--- src/sv/brbs_pkg.sv ---
// Shared types and constants for the byte range block splitter.
// No dependencies; every other file of the block imports this package.
`default_nettype none

package brbs_pkg;

  // Field widths
  localparam int unsigned OFF_W      = 48;
  localparam int unsigned BLK_W      = 32;
  localparam int unsigned SZ_W       = 17;
  localparam int unsigned INOFF_W    = 16;
  localparam int unsigned KIND_W     = 2;
  localparam int unsigned CFG_IDX_W  = 1;
  localparam int unsigned CFG_DATA_W = 32;

  // Block size limits
  localparam logic [SZ_W-1:0] SZ_MAX   = 17'h10000;
  localparam logic [SZ_W-1:0] SZ_RESET = 17'd512;

  // Configuration register indexes
  localparam logic [CFG_IDX_W-1:0] CFG_BLOCK_SIZE  = 1'b0;
  localparam logic [CFG_IDX_W-1:0] CFG_BLOCK_COUNT = 1'b1;

  // Command kinds
  typedef enum logic [KIND_W-1:0] {
    KIND_NONE  = 2'd0,
    KIND_WHOLE = 2'd1,
    KIND_PREAD = 2'd2,
    KIND_PRMW  = 2'd3
  } kind_e;

  // Classified request, front end to back end
  typedef struct packed {
    logic             reject;
    logic             wr;
    logic [OFF_W-1:0] off;
    logic [OFF_W-1:0] fin;    // first byte past the clamped range
    logic [OFF_W-1:0] total;  // clamped byte count
  } job_t;

endpackage

`default_nettype wire

--- src/sv/brbs_if.sv ---
// Handshake interfaces of the byte range block splitter: request,
// command and configuration channels. Depends on brbs_pkg.
`default_nettype none

interface brbs_req_if;
  import brbs_pkg::*;
  logic             valid;
  logic             ready;
  logic             func;
  logic [OFF_W-1:0] byte_offset;
  logic [OFF_W-1:0] byte_count;
  modport source (output valid, func, byte_offset, byte_count, input ready);
  modport sink   (input valid, func, byte_offset, byte_count, output ready);
endinterface

interface brbs_cmd_if;
  import brbs_pkg::*;
  logic               valid;
  logic               ready;
  logic [KIND_W-1:0]  kind;
  logic [BLK_W-1:0]   block_no;
  logic [BLK_W-1:0]   block_run;
  logic [INOFF_W-1:0] in_block_offset;
  logic [OFF_W-1:0]   length_bytes;
  logic [OFF_W-1:0]   buffer_offset;
  logic [OFF_W-1:0]   total_bytes;
  logic               last;
  modport source (output valid, kind, block_no, block_run, in_block_offset, length_bytes,
                  buffer_offset, total_bytes, last, input ready);
  modport sink   (input valid, kind, block_no, block_run, in_block_offset, length_bytes,
                  buffer_offset, total_bytes, last, output ready);
endinterface

interface brbs_cfg_if;
  import brbs_pkg::*;
  logic                  valid;
  logic                  ready;
  logic [CFG_IDX_W-1:0]  index;
  logic [CFG_DATA_W-1:0] data;
  modport source (output valid, index, data, input ready);
  modport sink   (input valid, index, data, output ready);
endinterface

`default_nettype wire

--- src/sv/brbs_front.sv ---
// Front end: accepts request beats, computes device capacity, rejects and
// clamps requests. Two pipeline stages. Depends on brbs_pkg, brbs_if.
`default_nettype none

module brbs_front (
  input  wire logic                      clk_i,
  input  wire logic                      rst_ni,
  input  wire logic [brbs_pkg::SZ_W-1:0] blk_size_i,
  input  wire logic [brbs_pkg::BLK_W-1:0] blk_count_i,
  brbs_req_if.sink                       req_i,
  output brbs_pkg::job_t                 job_o,
  output logic                           job_valid_o,
  input  wire logic                      job_ready_i
);
  import brbs_pkg::*;

  logic             s1_v_q, s1_v_d;
  logic             s1_wr_q;
  logic [OFF_W-1:0] s1_off_q, s1_cnt_q;
  logic             s2_v_q, s2_v_d;
  logic             s2_wr_q;
  logic [OFF_W-1:0] s2_off_q, s2_cnt_q, s2_cap_q;

  logic             s1_ready, s2_ready;
  logic [OFF_W-1:0] cap_prod;
  logic [OFF_W-1:0] avail;
  logic             over;

  // Stall control
  assign s2_ready    = !s2_v_q || job_ready_i;
  assign s1_ready    = !s1_v_q || s2_ready;
  assign req_i.ready = s1_ready;

  assign s1_v_d = s1_ready ? req_i.valid : s1_v_q;
  assign s2_v_d = s2_ready ? s1_v_q : s2_v_q;

  // Capacity; the product always fits 48 bits
  assign cap_prod = OFF_W'(blk_size_i) * OFF_W'(blk_count_i);

  always_ff @(posedge clk_i or negedge rst_ni) begin
    if (!rst_ni) begin
      s1_v_q <= 1'b0;
      s2_v_q <= 1'b0;
    end else begin
      s1_v_q <= s1_v_d;
      s2_v_q <= s2_v_d;
    end
  end

  always_ff @(posedge clk_i) begin
    if (s1_ready) begin
      s1_wr_q  <= req_i.func;
      s1_off_q <= req_i.byte_offset;
      s1_cnt_q <= req_i.byte_count;
    end
    if (s2_ready) begin
      s2_wr_q  <= s1_wr_q;
      s2_off_q <= s1_off_q;
      s2_cnt_q <= s1_cnt_q;
      s2_cap_q <= cap_prod;
    end
  end

  // Reject and clamp against capacity
  assign avail = s2_cap_q - s2_off_q;
  assign over  = s2_cnt_q > avail;

  always_comb begin
    job_o.reject = (s2_cnt_q == '0) || (s2_off_q >= s2_cap_q);
    job_o.wr     = s2_wr_q;
    job_o.off    = s2_off_q;
    job_o.fin    = over ? s2_cap_q : s2_off_q + s2_cnt_q;
    job_o.total  = over ? avail : s2_cnt_q;
  end

  assign job_valid_o = s2_v_q;

endmodule

`default_nettype wire

--- src/sv/brbs_queue.sv ---
// Short queue of classified requests between front and back end.
// Depends on brbs_pkg.
`default_nettype none

module brbs_queue #(
  parameter int unsigned DEPTH = 2
) (
  input  wire logic           clk_i,
  input  wire logic           rst_ni,
  input  wire brbs_pkg::job_t push_data_i,
  input  wire logic           push_valid_i,
  output logic                push_ready_o,
  output brbs_pkg::job_t      pop_data_o,
  output logic                pop_valid_o,
  input  wire logic           pop_ready_i
);
  import brbs_pkg::*;

  localparam int unsigned PTR_W = (DEPTH > 1) ? $clog2(DEPTH) : 1;
  localparam int unsigned CNT_W = $clog2(DEPTH + 1);

  job_t             mem_q [DEPTH];
  logic [PTR_W-1:0] wr_ptr_q, wr_ptr_d, rd_ptr_q, rd_ptr_d;
  logic [CNT_W-1:0] cnt_q, cnt_d;
  logic             do_push, do_pop;

  assign push_ready_o = cnt_q != CNT_W'(DEPTH);
  assign pop_valid_o  = cnt_q != '0;
  assign do_push      = push_valid_i && push_ready_o;
  assign do_pop       = pop_valid_o && pop_ready_i;
  assign pop_data_o   = mem_q[rd_ptr_q];

  // Pointer and fill tracking
  always_comb begin
    wr_ptr_d = wr_ptr_q;
    rd_ptr_d = rd_ptr_q;
    cnt_d    = cnt_q;
    if (do_push) begin
      wr_ptr_d = (wr_ptr_q == PTR_W'(DEPTH - 1)) ? '0 : wr_ptr_q + 1'b1;
    end
    if (do_pop) begin
      rd_ptr_d = (rd_ptr_q == PTR_W'(DEPTH - 1)) ? '0 : rd_ptr_q + 1'b1;
    end
    if (do_push && !do_pop) begin
      cnt_d = cnt_q + 1'b1;
    end else if (do_pop && !do_push) begin
      cnt_d = cnt_q - 1'b1;
    end
  end

  always_ff @(posedge clk_i or negedge rst_ni) begin
    if (!rst_ni) begin
      wr_ptr_q <= '0;
      rd_ptr_q <= '0;
      cnt_q    <= '0;
    end else begin
      wr_ptr_q <= wr_ptr_d;
      rd_ptr_q <= rd_ptr_d;
      cnt_q    <= cnt_d;
    end
  end

  always_ff @(posedge clk_i) begin
    if (do_push) begin
      mem_q[wr_ptr_q] <= push_data_i;
    end
  end

endmodule

`default_nettype wire

--- src/sv/brbs_back.sv ---
// Back end: divides start and end byte addresses by the block size,
// plans head/whole/tail commands, or a none command for a rejected request,
// and emits them through an output register. Depends on brbs_pkg, brbs_if.
`default_nettype none

module brbs_back (
  input  wire logic                      clk_i,
  input  wire logic                      rst_ni,
  input  wire logic [brbs_pkg::SZ_W-1:0] blk_size_i,
  input  wire brbs_pkg::job_t            job_i,
  input  wire logic                      job_valid_i,
  output logic                           job_ready_o,
  brbs_cmd_if.source                     cmd_o
);
  import brbs_pkg::*;

  // Quotient bits resolved per cycle
  localparam int unsigned STEPS   = 2;
  localparam int unsigned DIV_CYC = BLK_W / STEPS;
  localparam int unsigned IT_W    = $clog2(DIV_CYC);

  localparam logic [1:0] ST_IDLE = 2'd0;
  localparam logic [1:0] ST_DIV  = 2'd1;
  localparam logic [1:0] ST_PLAN = 2'd2;
  localparam logic [1:0] ST_EMIT = 2'd3;

  localparam int unsigned P_HEAD = 0;
  localparam int unsigned P_MID  = 1;
  localparam int unsigned P_TAIL = 2;

  typedef struct packed {
    logic [SZ_W-1:0]  rem;
    logic [BLK_W-1:0] quo;
  } div_t;

  // One restoring division step; the dividend shifts out of quo as the
  // quotient shifts in
  function automatic div_t div_step(input div_t cur, input logic [SZ_W-1:0] dsr);
    logic [SZ_W:0] part;
    logic [SZ_W:0] diff;
    logic          ge;
    div_t          nxt;
    part     = {cur.rem, cur.quo[BLK_W-1]};
    diff     = part - {1'b0, dsr};
    ge       = part >= {1'b0, dsr};
    nxt.rem  = ge ? diff[SZ_W-1:0] : part[SZ_W-1:0];
    nxt.quo  = {cur.quo[BLK_W-2:0], ge};
    return nxt;
  endfunction

  logic [1:0]       state_q, state_d;
  job_t             job_q;
  div_t             da_q, da_d, db_q, db_d;
  logic [IT_W-1:0]  it_q, it_d;

  // Plan registers
  logic [2:0]       pend_q, pend_d;
  logic             none_q, none_d;
  logic [OFF_W-1:0] hd_len_q, md_len_q, md_buf_q, tl_buf_q;
  logic [BLK_W-1:0] md_blk_q, md_run_q;

  // Output register
  logic               out_v_q, out_v_d;
  logic [KIND_W-1:0]  o_kind_q, o_kind_d;
  logic [BLK_W-1:0]   o_blk_q, o_blk_d, o_run_q, o_run_d;
  logic [INOFF_W-1:0] o_inoff_q, o_inoff_d;
  logic [OFF_W-1:0]   o_len_q, o_len_d, o_buf_q, o_buf_d, o_tot_q, o_tot_d;
  logic               o_last_q, o_last_d;

  logic             pop, load_job, emit_go, emit_last;
  div_t             da_step, db_step;
  logic             has_head, head_only;
  logic [SZ_W-1:0]  room;
  logic [OFF_W-1:0] head_len, hl, tl_len;
  logic [BLK_W-1:0] start, run;
  logic [2:0]       pend_nxt;
  logic [KIND_W-1:0] part_kind;

  assign job_ready_o = state_q == ST_IDLE;
  assign pop         = job_valid_i && job_ready_o;
  assign load_job    = pop;

  // Divider datapath, both quotients in parallel
  always_comb begin
    da_step = da_q;
    db_step = db_q;
    for (int i = 0; i < STEPS; i++) begin
      da_step = div_step(da_step, blk_size_i);
      db_step = div_step(db_step, blk_size_i);
    end
  end

  // Plan: head, run of whole blocks, tail
  assign has_head  = da_q.rem != '0;
  assign room      = blk_size_i - da_q.rem;
  assign head_only = has_head && (job_q.total <= OFF_W'(room));
  assign head_len  = head_only ? job_q.total : OFF_W'(room);
  assign hl        = has_head ? head_len : '0;
  assign start     = has_head ? da_q.quo + 1'b1 : da_q.quo;
  assign run       = db_q.quo - start;
  assign tl_len    = OFF_W'(db_q.rem);
  assign part_kind = job_q.wr ? KIND_PRMW : KIND_PREAD;

  // Emit order: lowest pending bit first
  assign pend_nxt  = pend_q & (pend_q - 3'd1);
  assign emit_go   = (state_q == ST_EMIT) && (!out_v_q || cmd_o.ready);
  assign emit_last = none_q || (pend_nxt == '0);

  // Sequencer and next values
  always_comb begin
    state_d   = state_q;
    da_d      = da_q;
    db_d      = db_q;
    it_d      = it_q;
    pend_d    = pend_q;
    none_d    = none_q;
    out_v_d   = out_v_q;
    o_kind_d  = o_kind_q;
    o_blk_d   = o_blk_q;
    o_run_d   = o_run_q;
    o_inoff_d = o_inoff_q;
    o_len_d   = o_len_q;
    o_buf_d   = o_buf_q;
    o_tot_d   = o_tot_q;
    o_last_d  = o_last_q;

    if (out_v_q && cmd_o.ready) begin
      out_v_d = 1'b0;
    end

    case (state_q)
      ST_IDLE: begin
        if (pop) begin
          da_d.rem = {1'b0, job_i.off[OFF_W-1:BLK_W]};
          da_d.quo = job_i.off[BLK_W-1:0];
          db_d.rem = {1'b0, job_i.fin[OFF_W-1:BLK_W]};
          db_d.quo = job_i.fin[BLK_W-1:0];
          it_d     = '0;
          state_d  = job_i.reject ? ST_PLAN : ST_DIV;
        end
      end
      ST_DIV: begin
        da_d = da_step;
        db_d = db_step;
        it_d = it_q + 1'b1;
        if (it_q == IT_W'(DIV_CYC - 1)) begin
          state_d = ST_PLAN;
        end
      end
      ST_PLAN: begin
        none_d         = job_q.reject;
        pend_d[P_HEAD] = !job_q.reject && has_head;
        pend_d[P_MID]  = !job_q.reject && !head_only && (run != '0);
        pend_d[P_TAIL] = !job_q.reject && !head_only && (db_q.rem != '0);
        state_d        = ST_EMIT;
      end
      ST_EMIT: begin
        if (emit_go) begin
          out_v_d   = 1'b1;
          o_last_d  = emit_last;
          o_tot_d   = (emit_last && !none_q) ? job_q.total : '0;
          o_inoff_d = '0;
          if (none_q) begin
            o_kind_d = KIND_NONE;
            o_blk_d  = '0;
            o_run_d  = '0;
            o_len_d  = '0;
            o_buf_d  = '0;
            none_d   = 1'b0;
          end else if (pend_q[P_HEAD]) begin
            o_kind_d  = part_kind;
            o_blk_d   = da_q.quo;
            o_run_d   = BLK_W'(1);
            o_inoff_d = da_q.rem[INOFF_W-1:0];
            o_len_d   = hd_len_q;
            o_buf_d   = '0;
          end else if (pend_q[P_MID]) begin
            o_kind_d = KIND_WHOLE;
            o_blk_d  = md_blk_q;
            o_run_d  = md_run_q;
            o_len_d  = md_len_q;
            o_buf_d  = md_buf_q;
          end else begin
            o_kind_d = part_kind;
            o_blk_d  = db_q.quo;
            o_run_d  = BLK_W'(1);
            o_len_d  = tl_len;
            o_buf_d  = tl_buf_q;
          end
          pend_d = pend_nxt;
          if (emit_last) begin
            state_d = ST_IDLE;
          end
        end
      end
      default: begin
        state_d = ST_IDLE;
      end
    endcase
  end

  always_ff @(posedge clk_i or negedge rst_ni) begin
    if (!rst_ni) begin
      state_q <= ST_IDLE;
      pend_q  <= '0;
      none_q  <= 1'b0;
      out_v_q <= 1'b0;
    end else begin
      state_q <= state_d;
      pend_q  <= pend_d;
      none_q  <= none_d;
      out_v_q <= out_v_d;
    end
  end

  always_ff @(posedge clk_i) begin
    if (load_job) begin
      job_q <= job_i;
    end
    da_q <= da_d;
    db_q <= db_d;
    it_q <= it_d;
    if (state_q == ST_PLAN) begin
      hd_len_q <= head_len;
      md_blk_q <= start;
      md_run_q <= run;
      md_len_q <= job_q.total - hl - tl_len;
      md_buf_q <= hl;
      tl_buf_q <= job_q.total - tl_len;
    end
    o_kind_q  <= o_kind_d;
    o_blk_q   <= o_blk_d;
    o_run_q   <= o_run_d;
    o_inoff_q <= o_inoff_d;
    o_len_q   <= o_len_d;
    o_buf_q   <= o_buf_d;
    o_tot_q   <= o_tot_d;
    o_last_q  <= o_last_d;
  end

  // Command channel
  assign cmd_o.valid           = out_v_q;
  assign cmd_o.kind            = o_kind_q;
  assign cmd_o.block_no        = o_blk_q;
  assign cmd_o.block_run       = o_run_q;
  assign cmd_o.in_block_offset = o_inoff_q;
  assign cmd_o.length_bytes    = o_len_q;
  assign cmd_o.buffer_offset   = o_buf_q;
  assign cmd_o.total_bytes     = o_tot_q;
  assign cmd_o.last            = o_last_q;

endmodule

`default_nettype wire

--- src/sv/byte_range_block_splitter_top.sv ---
// From request beat to first command valid: 2 front stages, queue pop, a
// divide at two quotient bits per cycle, plan, emit. The back end takes a new
// request only once it has emitted the last command of the previous one; a
// rejected request skips the divide. The front keeps taking requests into the
// queue meanwhile. Reset: block size 512, block count 0, queue and pipelines
// empty; the config channel is always ready.
`default_nettype none

module byte_range_block_splitter_top #(
  parameter int unsigned QUEUE_DEPTH = 2
) (
  input  wire logic clk_i,
  input  wire logic rst_ni,
  brbs_req_if.sink   req_i,
  brbs_cmd_if.source cmd_o,
  brbs_cfg_if.sink   cfg_i
);
  import brbs_pkg::*;

  logic [SZ_W-1:0]  blk_size_q;
  logic [BLK_W-1:0] blk_count_q;
  logic [SZ_W-1:0]  sz_eff;

  job_t fq_job, bq_job;
  logic fq_valid, fq_ready, bq_valid, bq_ready;

  // Configuration registers
  assign cfg_i.ready = 1'b1;

  always_ff @(posedge clk_i or negedge rst_ni) begin
    if (!rst_ni) begin
      blk_size_q  <= SZ_RESET;
      blk_count_q <= '0;
    end else if (cfg_i.valid && cfg_i.ready) begin
      case (cfg_i.index)
        CFG_BLOCK_SIZE:  blk_size_q  <= cfg_i.data[SZ_W-1:0];
        CFG_BLOCK_COUNT: blk_count_q <= cfg_i.data[BLK_W-1:0];
        default: begin
        end
      endcase
    end
  end

  // Oversized block size acts as the maximum
  assign sz_eff = (blk_size_q > SZ_MAX) ? SZ_MAX : blk_size_q;

  brbs_front u_front (
    .clk_i       (clk_i),
    .rst_ni      (rst_ni),
    .blk_size_i  (sz_eff),
    .blk_count_i (blk_count_q),
    .req_i       (req_i),
    .job_o       (fq_job),
    .job_valid_o (fq_valid),
    .job_ready_i (fq_ready)
  );

  brbs_queue #(
    .DEPTH (QUEUE_DEPTH)
  ) u_queue (
    .clk_i        (clk_i),
    .rst_ni       (rst_ni),
    .push_data_i  (fq_job),
    .push_valid_i (fq_valid),
    .push_ready_o (fq_ready),
    .pop_data_o   (bq_job),
    .pop_valid_o  (bq_valid),
    .pop_ready_i  (bq_ready)
  );

  brbs_back u_back (
    .clk_i       (clk_i),
    .rst_ni      (rst_ni),
    .blk_size_i  (sz_eff),
    .job_i       (bq_job),
    .job_valid_i (bq_valid),
    .job_ready_o (bq_ready),
    .cmd_o       (cmd_o)
  );

endmodule

`default_nettype wire
--- src/flat_wrapper.sv ---
// flat-port wrapper written by rule: the top's interface ports become plain ports
module byte_range_block_splitter_top_flat import brbs_pkg::*;
#(
  parameter int unsigned QUEUE_DEPTH = 2
)
  (clk_i, rst_ni, req_i_valid, req_i_func, req_i_byte_offset, req_i_byte_count, req_i_ready, cmd_o_valid, cmd_o_kind, cmd_o_block_no, cmd_o_block_run, cmd_o_in_block_offset, cmd_o_length_bytes, cmd_o_buffer_offset, cmd_o_total_bytes, cmd_o_last, cmd_o_ready, cfg_i_valid, cfg_i_index, cfg_i_data, cfg_i_ready);
  brbs_req_if req_i_i ();
  brbs_cmd_if cmd_o_i ();
  brbs_cfg_if cfg_i_i ();
  input  wire logic clk_i;
  input  wire logic rst_ni;
  input wire logic [$bits(req_i_i.valid)-1:0] req_i_valid;
  input wire logic [$bits(req_i_i.func)-1:0] req_i_func;
  input wire logic [$bits(req_i_i.byte_offset)-1:0] req_i_byte_offset;
  input wire logic [$bits(req_i_i.byte_count)-1:0] req_i_byte_count;
  output wire logic [$bits(req_i_i.ready)-1:0] req_i_ready;
  output wire logic [$bits(cmd_o_i.valid)-1:0] cmd_o_valid;
  output wire logic [$bits(cmd_o_i.kind)-1:0] cmd_o_kind;
  output wire logic [$bits(cmd_o_i.block_no)-1:0] cmd_o_block_no;
  output wire logic [$bits(cmd_o_i.block_run)-1:0] cmd_o_block_run;
  output wire logic [$bits(cmd_o_i.in_block_offset)-1:0] cmd_o_in_block_offset;
  output wire logic [$bits(cmd_o_i.length_bytes)-1:0] cmd_o_length_bytes;
  output wire logic [$bits(cmd_o_i.buffer_offset)-1:0] cmd_o_buffer_offset;
  output wire logic [$bits(cmd_o_i.total_bytes)-1:0] cmd_o_total_bytes;
  output wire logic [$bits(cmd_o_i.last)-1:0] cmd_o_last;
  input wire logic [$bits(cmd_o_i.ready)-1:0] cmd_o_ready;
  input wire logic [$bits(cfg_i_i.valid)-1:0] cfg_i_valid;
  input wire logic [$bits(cfg_i_i.index)-1:0] cfg_i_index;
  input wire logic [$bits(cfg_i_i.data)-1:0] cfg_i_data;
  output wire logic [$bits(cfg_i_i.ready)-1:0] cfg_i_ready;
  assign req_i_i.valid = req_i_valid;
  assign req_i_i.func = req_i_func;
  assign req_i_i.byte_offset = req_i_byte_offset;
  assign req_i_i.byte_count = req_i_byte_count;
  assign req_i_ready = req_i_i.ready;
  assign cmd_o_valid = cmd_o_i.valid;
  assign cmd_o_kind = cmd_o_i.kind;
  assign cmd_o_block_no = cmd_o_i.block_no;
  assign cmd_o_block_run = cmd_o_i.block_run;
  assign cmd_o_in_block_offset = cmd_o_i.in_block_offset;
  assign cmd_o_length_bytes = cmd_o_i.length_bytes;
  assign cmd_o_buffer_offset = cmd_o_i.buffer_offset;
  assign cmd_o_total_bytes = cmd_o_i.total_bytes;
  assign cmd_o_last = cmd_o_i.last;
  assign cmd_o_i.ready = cmd_o_ready;
  assign cfg_i_i.valid = cfg_i_valid;
  assign cfg_i_i.index = cfg_i_index;
  assign cfg_i_i.data = cfg_i_data;
  assign cfg_i_ready = cfg_i_i.ready;
  byte_range_block_splitter_top #(.QUEUE_DEPTH(QUEUE_DEPTH)) u_core (.clk_i(clk_i), .rst_ni(rst_ni), .req_i(req_i_i), .cmd_o(cmd_o_i), .cfg_i(cfg_i_i));
endmodule
--- config.mk ---
export PLATFORM = sky130hd
export DESIGN_NAME = byte_range_block_splitter_top_flat
export DESIGN_NICKNAME = d
export VERILOG_FILES = /design/src/sv/brbs_pkg.sv /design/src/sv/brbs_if.sv /design/src/sv/brbs_front.sv /design/src/sv/brbs_queue.sv /design/src/sv/brbs_back.sv /design/src/sv/byte_range_block_splitter_top.sv /design/src/flat_wrapper.sv
export SDC_FILE = /design/constraint.sdc
export NUM_CORES = 2
export LEC_CHECK = 0
export BUFFER_PORTS_ARGS = -buffer_cell sky130_fd_sc_hd__buf_2
export CAP_MARGIN = 0
export CORE_MARGIN = 2
export CORE_UTILIZATION = 45
export DETAILED_ROUTE_END_ITERATION = 10
export PLACE_DENSITY = 0.68
export REMOVE_ABC_BUFFERS = 1
export SLEW_MARGIN = 10
export SYNTH_ARGS = -nofsm -noshare
export SYNTH_HDL_FRONTEND = slang
export SYNTH_SLANG_ARGS = --single-unit
--- constraint.sdc ---
create_clock -name clk_i -period 17 [get_ports clk_i]
set_clock_uncertainty 0.2 [all_clocks]
set_input_delay 0.85 -clock clk_i [delete_from_list [all_inputs] [get_ports clk_i]]
set_output_delay 0.85 -clock clk_i [all_outputs]
set_load 0.02 [all_outputs]
======== Yosys cells after proc, flatten, opt, wreduce, memory -nomap -nowiden ========
Memories as Yosys holds them, arrays and structs flattened.
Index checks and enable logic that the tools add are counted.
word-level totals
  bits in registers ....................... 939
  RAM bits ................................ 292
  input bits .............................. 135
  output and inout bits ................... 230
  logic and storage cells ................. 171
  memories kept ........................... 1
cells by class
  add/sub/neg operators ................... 18
  multiply operators ...................... 1
  order comparisons ....................... 8
  eq/ne operators ......................... 9
  multiplexer cells ....................... 45
  bitwise operators ....................... 4
  reductions and logical operators ........ 44
memories
  memory                words  bits a word  read ports  clocked after Yosys merged registers in  wr ports  RTL line          RTL
  u_core.u_queue.mem_q  2      146          1           0                                        1         brbs_queue.sv:22  job_t mem_q [DEPTH];
operators by type and width
  kind                                                   number
  two-way mux 48 bit                                     7
  one-hot mux 49 bit (2 select lines)                    2
  two-way mux 49 bit                                     2
  two-way mux 32 bit                                     3
  subtractor 48 x 17 -> 48 bit                           2
  subtractor 48 bit                                      2
  two-way mux 17 bit                                     5
  subtractor 17 bit                                      5
  greater-or-equal comparator 18 x 17 -> 1 bit           4
  adder 48 bit                                           1
  greater-or-equal comparator 48 bit                     1
  greater-than comparator 48 bit                         1
  less-or-equal comparator 48 x 17 -> 1 bit              1
  zero test 48 bit                                       1
  multiplier 17 x 32 -> 48 bit                           1
  nonzero test 17 bit                                    2
  adder 32 x 1 -> 32 bit, second input constant          1
  nonzero test 32 bit                                    1
  subtractor 32 bit                                      1
  two-way mux 2 bit                                      9
  greater-than comparator 17 bit, second input constant  1
  logical AND 1 bit                                      12
  two-way mux 1 bit                                      11
  AND reduction 2 bit                                    5
  other kinds (26)                                       48

======== Depth between registers and ports, before layout ========
  word-level depth ........................ 9
  depth in mapped cells ................... 45
  depth with buffers taken out ............ 43

======== Modules after synthesis ========
A second synthesis with hierarchy kept.
unflattened totals
  cell total of the unflattened synthesis .. 7,395
  area total of the unflattened synthesis .. 82,200.1 um^2
modules (own cells, without submodules)
  module                         instances  cells each  area an instance (um^2)  seq. area each (um^2)
  brbs_back                      1          3,264       36,739.0                 19,243.5
  brbs_front                     1          3,528       32,643.8                 7,317.0
  brbs_queue                     1          472         10,780.3                 8,868.5
  byte_range_block_splitter_top  1          131         2,037.0                  1,227.4

======== Least setup slack after synthesis ========
Ideal clock, no wire load.
  path type ............................... flip-flop to flip-flop
  from .................................... register u_core.u_back.state_q[0]
  to ...................................... register u_core.u_back.pend_q[1]
  library setup time ...................... 0.121 ns
  arrival time ............................ 10.147 ns
  setup slack ............................. 6.531 ns
  stages on the path, launching flop included .. 13
  path buffers ............................ 0
  cells stage by stage .................... dfrtp_1 inv_1 ha_1 nand2b_1 nand2_1 a21oi_1 or4b_1 or4_1 or4b_1 nor4_2 nand4_1 or4_1 o22a_1
between the ends
  cells in the longest elaborated chain, start to end .. 4
ends and longest elaborated chain
  what                                    RTL line                            RTL
  start: declaration                      brbs_back.sv:51                     logic [1:0] state_q, state_d;
  start signal: assignment                brbs_back.sv:209                    state_q <= state_d;
  equality test 2 bit                     brbs_back.sv:106, brbs_back.sv:131
  logical AND 1 bit                       brbs_back.sv:106                    assign emit_go = (state_q == ST_EMIT) && (!out_v_q || cmd_o.ready);
  inequality test 2 bit (no source line)  n/a
  AND reduction 2 bit (no source line)    n/a
  end signal: assignment                  brbs_back.sv:210                    pend_q <= pend_d;
  end: declaration                        brbs_back.sv:57                     logic [2:0] pend_q, pend_d;
Several ways; a longest one is shown, not always the timed one.
A chain may end at the register's enable or synchronous reset.

======== Final worst setup path ========
  from .................................... register u_core.blk_size_q[7]
  to ...................................... register u_core.u_back.md_len_q[45], data pin
between the ends
  cells in the longest elaborated chain, start to end .. 9
ends and longest elaborated chain
  what                                       RTL line                             RTL
  start: declaration                         byte_range_block_splitter_top.sv:20  logic [SZ_W-1:0] blk_size_q;
  start signal: assignment                   byte_range_block_splitter_top.sv:36  CFG_BLOCK_SIZE: blk_size_q <= cfg_i.data[SZ_W-1:0];
  greater-than comparator 17 bit             byte_range_block_splitter_top.sv:45  assign sz_eff = (blk_size_q > SZ_MAX) ? SZ_MAX : blk_size_q;
  two-way mux 17 bit *                       byte_range_block_splitter_top.sv:45
  subtractor 17 bit *                        brbs_back.sv:95                      assign room = blk_size_i - da_q.rem;
  less-or-equal comparator 48 x 17 -> 1 bit  brbs_back.sv:96                      assign head_only = has_head && (job_q.total <= OFF_W'(room));
  logical AND 1 bit                          brbs_back.sv:96
  two-way mux 48 bit *                       brbs_back.sv:97                      assign head_len = head_only ? job_q.total : OFF_W'(room);
  two-way mux 48 bit *                       brbs_back.sv:98                      assign hl = has_head ? head_len : '0;
  subtractor 48 bit *                        brbs_back.sv:227                     md_len_q <= job_q.total - hl - tl_len;
  subtractor 48 x 17 -> 48 bit *             brbs_back.sv:227
  end signal: assignment                     brbs_back.sv:227
  end: declaration                           brbs_back.sv:59                      logic [OFF_W-1:0] hd_len_q, md_len_q, md_buf_q, tl_buf_q;
Mark *: on every way between the ends. The rest lies on a longest branch, timed or not.

==> summary.md <==
| Metric | Value |
|---|---|
| H-tree depth reported by CTS | `4` |
| Initial antenna violation count | `8` |
| Worst endpoint required time | `17,350 ps` |
| First drt pass iteration count | `6` |
| Gate Count Post-Synth | `7,317` |
| Initial Util | `0.452` |
| WS Path Type | `flop to flop` |
| R2R setup slack | `~6000 ps` |
| Final Cycle Share | `0.647` |
| Vias in the first global route | `~57k` |
| Core Region | `0.178 mm^2` |
| Critical path data arrival time | `between 10,000 and 15,000 ps` |
| Setup Buffers After CTS | `0` |
| Via Count | `56.8k` |
| Total GRT Usage | `0.258` |
| Async set or reset register ratio after synthesis | `0.0504` |
| CTS Buffer Depth | `3` |
| Crit Path Max Fanout | `between 40 and 50` |
| CP Launch Type | `flop` |
| Max Slew Vio Count | `0` |
| Grt ovf | `0` |
| Slowest stage delay, CP | `about 780 ps` |
| Commonest non-fill, non-tap cell in the layout | `edfxtp_1` |
| Largest net degree at the start of global routing | `roughly 160` |
| Finish-stage setup viols | `0` |
| Max Cap Viol | `0` |
| Status | `finished, final reports clean` |
| Post-DRT Antenna Nets | `0` |
| Final WL | `roughly 240,000 um` |
| Yosys warnings | `0` |
| Die Ht | `427 um` |
| CP dominant cell by count | `a21oi_1` |
| Routed len/inst | `about 23 um` |
| F_max | `approximately 90 MHz` |
| Post-Syn Area | `slightly above 0.08 mm^2` |
| Slowest cell on crit path | `and3_1` |
| Footprint of the multi-input gates | `around 0.04 mm^2` |
| Most frequent cells in the layout | `edfxtp_1 (1,169), inv_1 (955), nand2_1 (799)` |
| Chip width | `427 um` |
| Layout cells sized above 1 | `0.108` |
| Worst min-delay path class | `input port to flop` |
| Total CTS buffers | `between 100 and 150` |
| Post-synth top flop | `edfxtp_1` |
| DRC | `0` |
| Unrepaired setup endpoints after global routing | `false` |
| Critical path endpoint category | `flop` |
| Post-synth EDFFs | `1,169` |
| Row cnt | `~160` |
| Seq. cell area | `approximately 0.037 mm^2` |
| Clock latency at the later pin of the worst-skew pair | `just over 800 ps` |
| Number of synthesized register bits | `1,231` |
| GPL Wtd Cong | `a little under 1` |
| Final hold violation count | `0` |
| I/O Buffers | `363` |
| Register area share after synthesis | `0.456` |
| Total clock sinks | `1,231` |
| Rel. slew slack | `0.216` |
| Worst-path clk slew | `60 ps` |
| CP delay by family, top | `compound AO/OA/AOI/OAI gates` |
| Distinct cells, synth | `98` |
| Worst-Margin Slew | `about 1200 ps` |
| CTS tree | `built` |
| Hold slack final | `about 52 ps` |
| DP Wirelength | `181,000 um` |
| Root Driver | `clkbuf_16` |
| TNS Setup | `0 ps` |
| Synth-to-layout area growth | `12.2%` |
| NumNets Final | `approximately 8.9k` |
| WP buf/inv | `2` |
| Vias per cell | `5.56` |
| # fillers | `15.7k` |
| I/O pins | `between 300 and 400` |
| Die area | `0.182 mm^2` |
| First-pass GRT wire length | `351,000 um` |
| Synth Area per Inst | `roughly 11 um^2` |
| DRC violation total after the first TritonRoute iteration | `roughly 4.8k` |
| Min Clock Period, post-route | `11,000 ps` |
==> per-stage QoR <==
step	util	cells	setup WS [ps]	area, um^2
2_1_floorplan	-	7091	1820	79500
3_3_place_gp	0.478	9889	6330	85000
3_5_place_dp	0.478	9889	6200	85000
4_1_cts	0.507	10200	6150	90200
5_1_grt	0.507	10200	5230	90200
6_report	0.507	10200	6000	90300
==> metal layers <==
metal  track usage  share of wire  vias up
met4         0.113          0.047        6
met1         0.344           0.42    28200
met3        0.0420          0.068      448
met5             0        0.00016        -
met2         0.415           0.47     2143
li1              -              -    26000
==> logic make-up (layout without fill, tap and decap cells) <==
group | Yosys count | in the layout | share of synthesized area
simple gates | 1916 | 1916 | 0.111
buf+inv | 1274 | 1722 | 0.0601
compound gates | 1264 | 1264 | 0.0992
flops | 1231 | 1231 | 0.456
fa+ha+maj | 973 | 973 | 0.196
xor+xnor | 351 | 351 | 0.0383
mux | 306 | 306 | 0.0400
other cells | 2 | 97 | 0.0000934
==> flip-flops by register name, indices dropped and copies added, names as in the netlist, 16 cells and up <==
| signal | count |
|---|---|
| u_core.u_queue.mem_q | 292 |
| u_core.u_back.job_q | 50 |
| u_core.u_back.da_q | 49 |
| u_core.u_back.db_q | 49 |
| u_core.u_back.cmd_o.buffer_offset | 48 |
| u_core.u_back.cmd_o.length_bytes | 48 |
| u_core.u_back.cmd_o.total_bytes | 48 |
| u_core.u_back.hd_len_q | 48 |
| u_core.u_back.md_buf_q | 48 |
| u_core.u_back.md_len_q | 48 |
| u_core.u_back.tl_buf_q | 48 |
| u_core.u_front.s1_cnt_q | 48 |
| u_core.u_front.s1_off_q | 48 |
| u_core.u_front.s2_cap_q | 48 |
| u_core.u_front.s2_cnt_q | 48 |
| u_core.u_front.s2_off_q | 48 |
| u_core.blk_count_q | 32 |
| u_core.u_back.cmd_o.block_no | 32 |
| u_core.u_back.cmd_o.block_run | 32 |
| u_core.u_back.md_blk_q | 32 |
| u_core.u_back.md_run_q | 32 |
| u_core.blk_size_q | 17 |
| u_core.u_back.cmd_o.in_block_offset | 16 |
==> cell usage after synthesis, types with 49 or more instances <==
cell type | n | area, um^2
edfxtp_1 | 1169 | 35100
o21ai_0 | 277 | 1390
mux2i_1 | 182 | 1820
and3_1 | 119 | 744
mux2_2 | 124 | 1400
nor2b_1 | 83 | 519
a21oi_1 | 402 | 2010
a211oi_1 | 60 | 450
nand3_1 | 69 | 345
xnor2_1 | 225 | 1970
nand4_1 | 70 | 438
clkbuf_1 | 260 | 976
nand2b_1 | 59 | 369
dfrtp_1 | 61 | 1530
nand2_1 | 800 | 3000
and2_1 | 80 | 500
nor3_1 | 114 | 571
xor2_1 | 125 | 1090
inv_1 | 956 | 3590
fa_1 | 474 | 9490
nor2_1 | 391 | 1470
ha_1 | 498 | 6230
buf_1 | 49 | 184
a21o_1 | 177 | 1330
==> path summary, 6_finish.rpt <==
kind                                             start                          end  cells past startpoint
max                               u_core.blk_size_q[7]   u_core.u_back.md_len_q[45]                     37
min                                req_i_byte_count[2]   u_core.u_front.s1_cnt_q[2]                      1
max reg2reg                       u_core.blk_size_q[7]   u_core.u_back.md_len_q[45]                     37
min reg2reg                u_core.u_front.s1_off_q[23]  u_core.u_front.s2_off_q[23]                      0
max in group asynchronous                       rst_ni      u_core.u_queue.rd_ptr_q                      2
min in group asynchronous                       rst_ni       u_core.blk_count_q[19]                      2
==> layout make-up <==
type | count | area share
Multi-Input combinational cell | 4903 | 0.436
Sequential cell | 1231 | 0.406
Inverter | 957 | 0.0398
Clock buffer | 159 | 0.0385
Timing Repair Buffer | 521 | 0.0356
Tap cell | 2355 | 0.0326
Clock inverter | 85 | 0.0106
Antenna cell | 4 | 0.000111
==> repair_timing <==
item	4_1_cts	5_1_grt
endpoints found under the hold margin	126	0
resized for setup	0	0
hold buffers	78	0
Power is left out: the tool's default activity adds up to more than one toggle a clock period on the data nets, which glitch-free logic cannot reach.
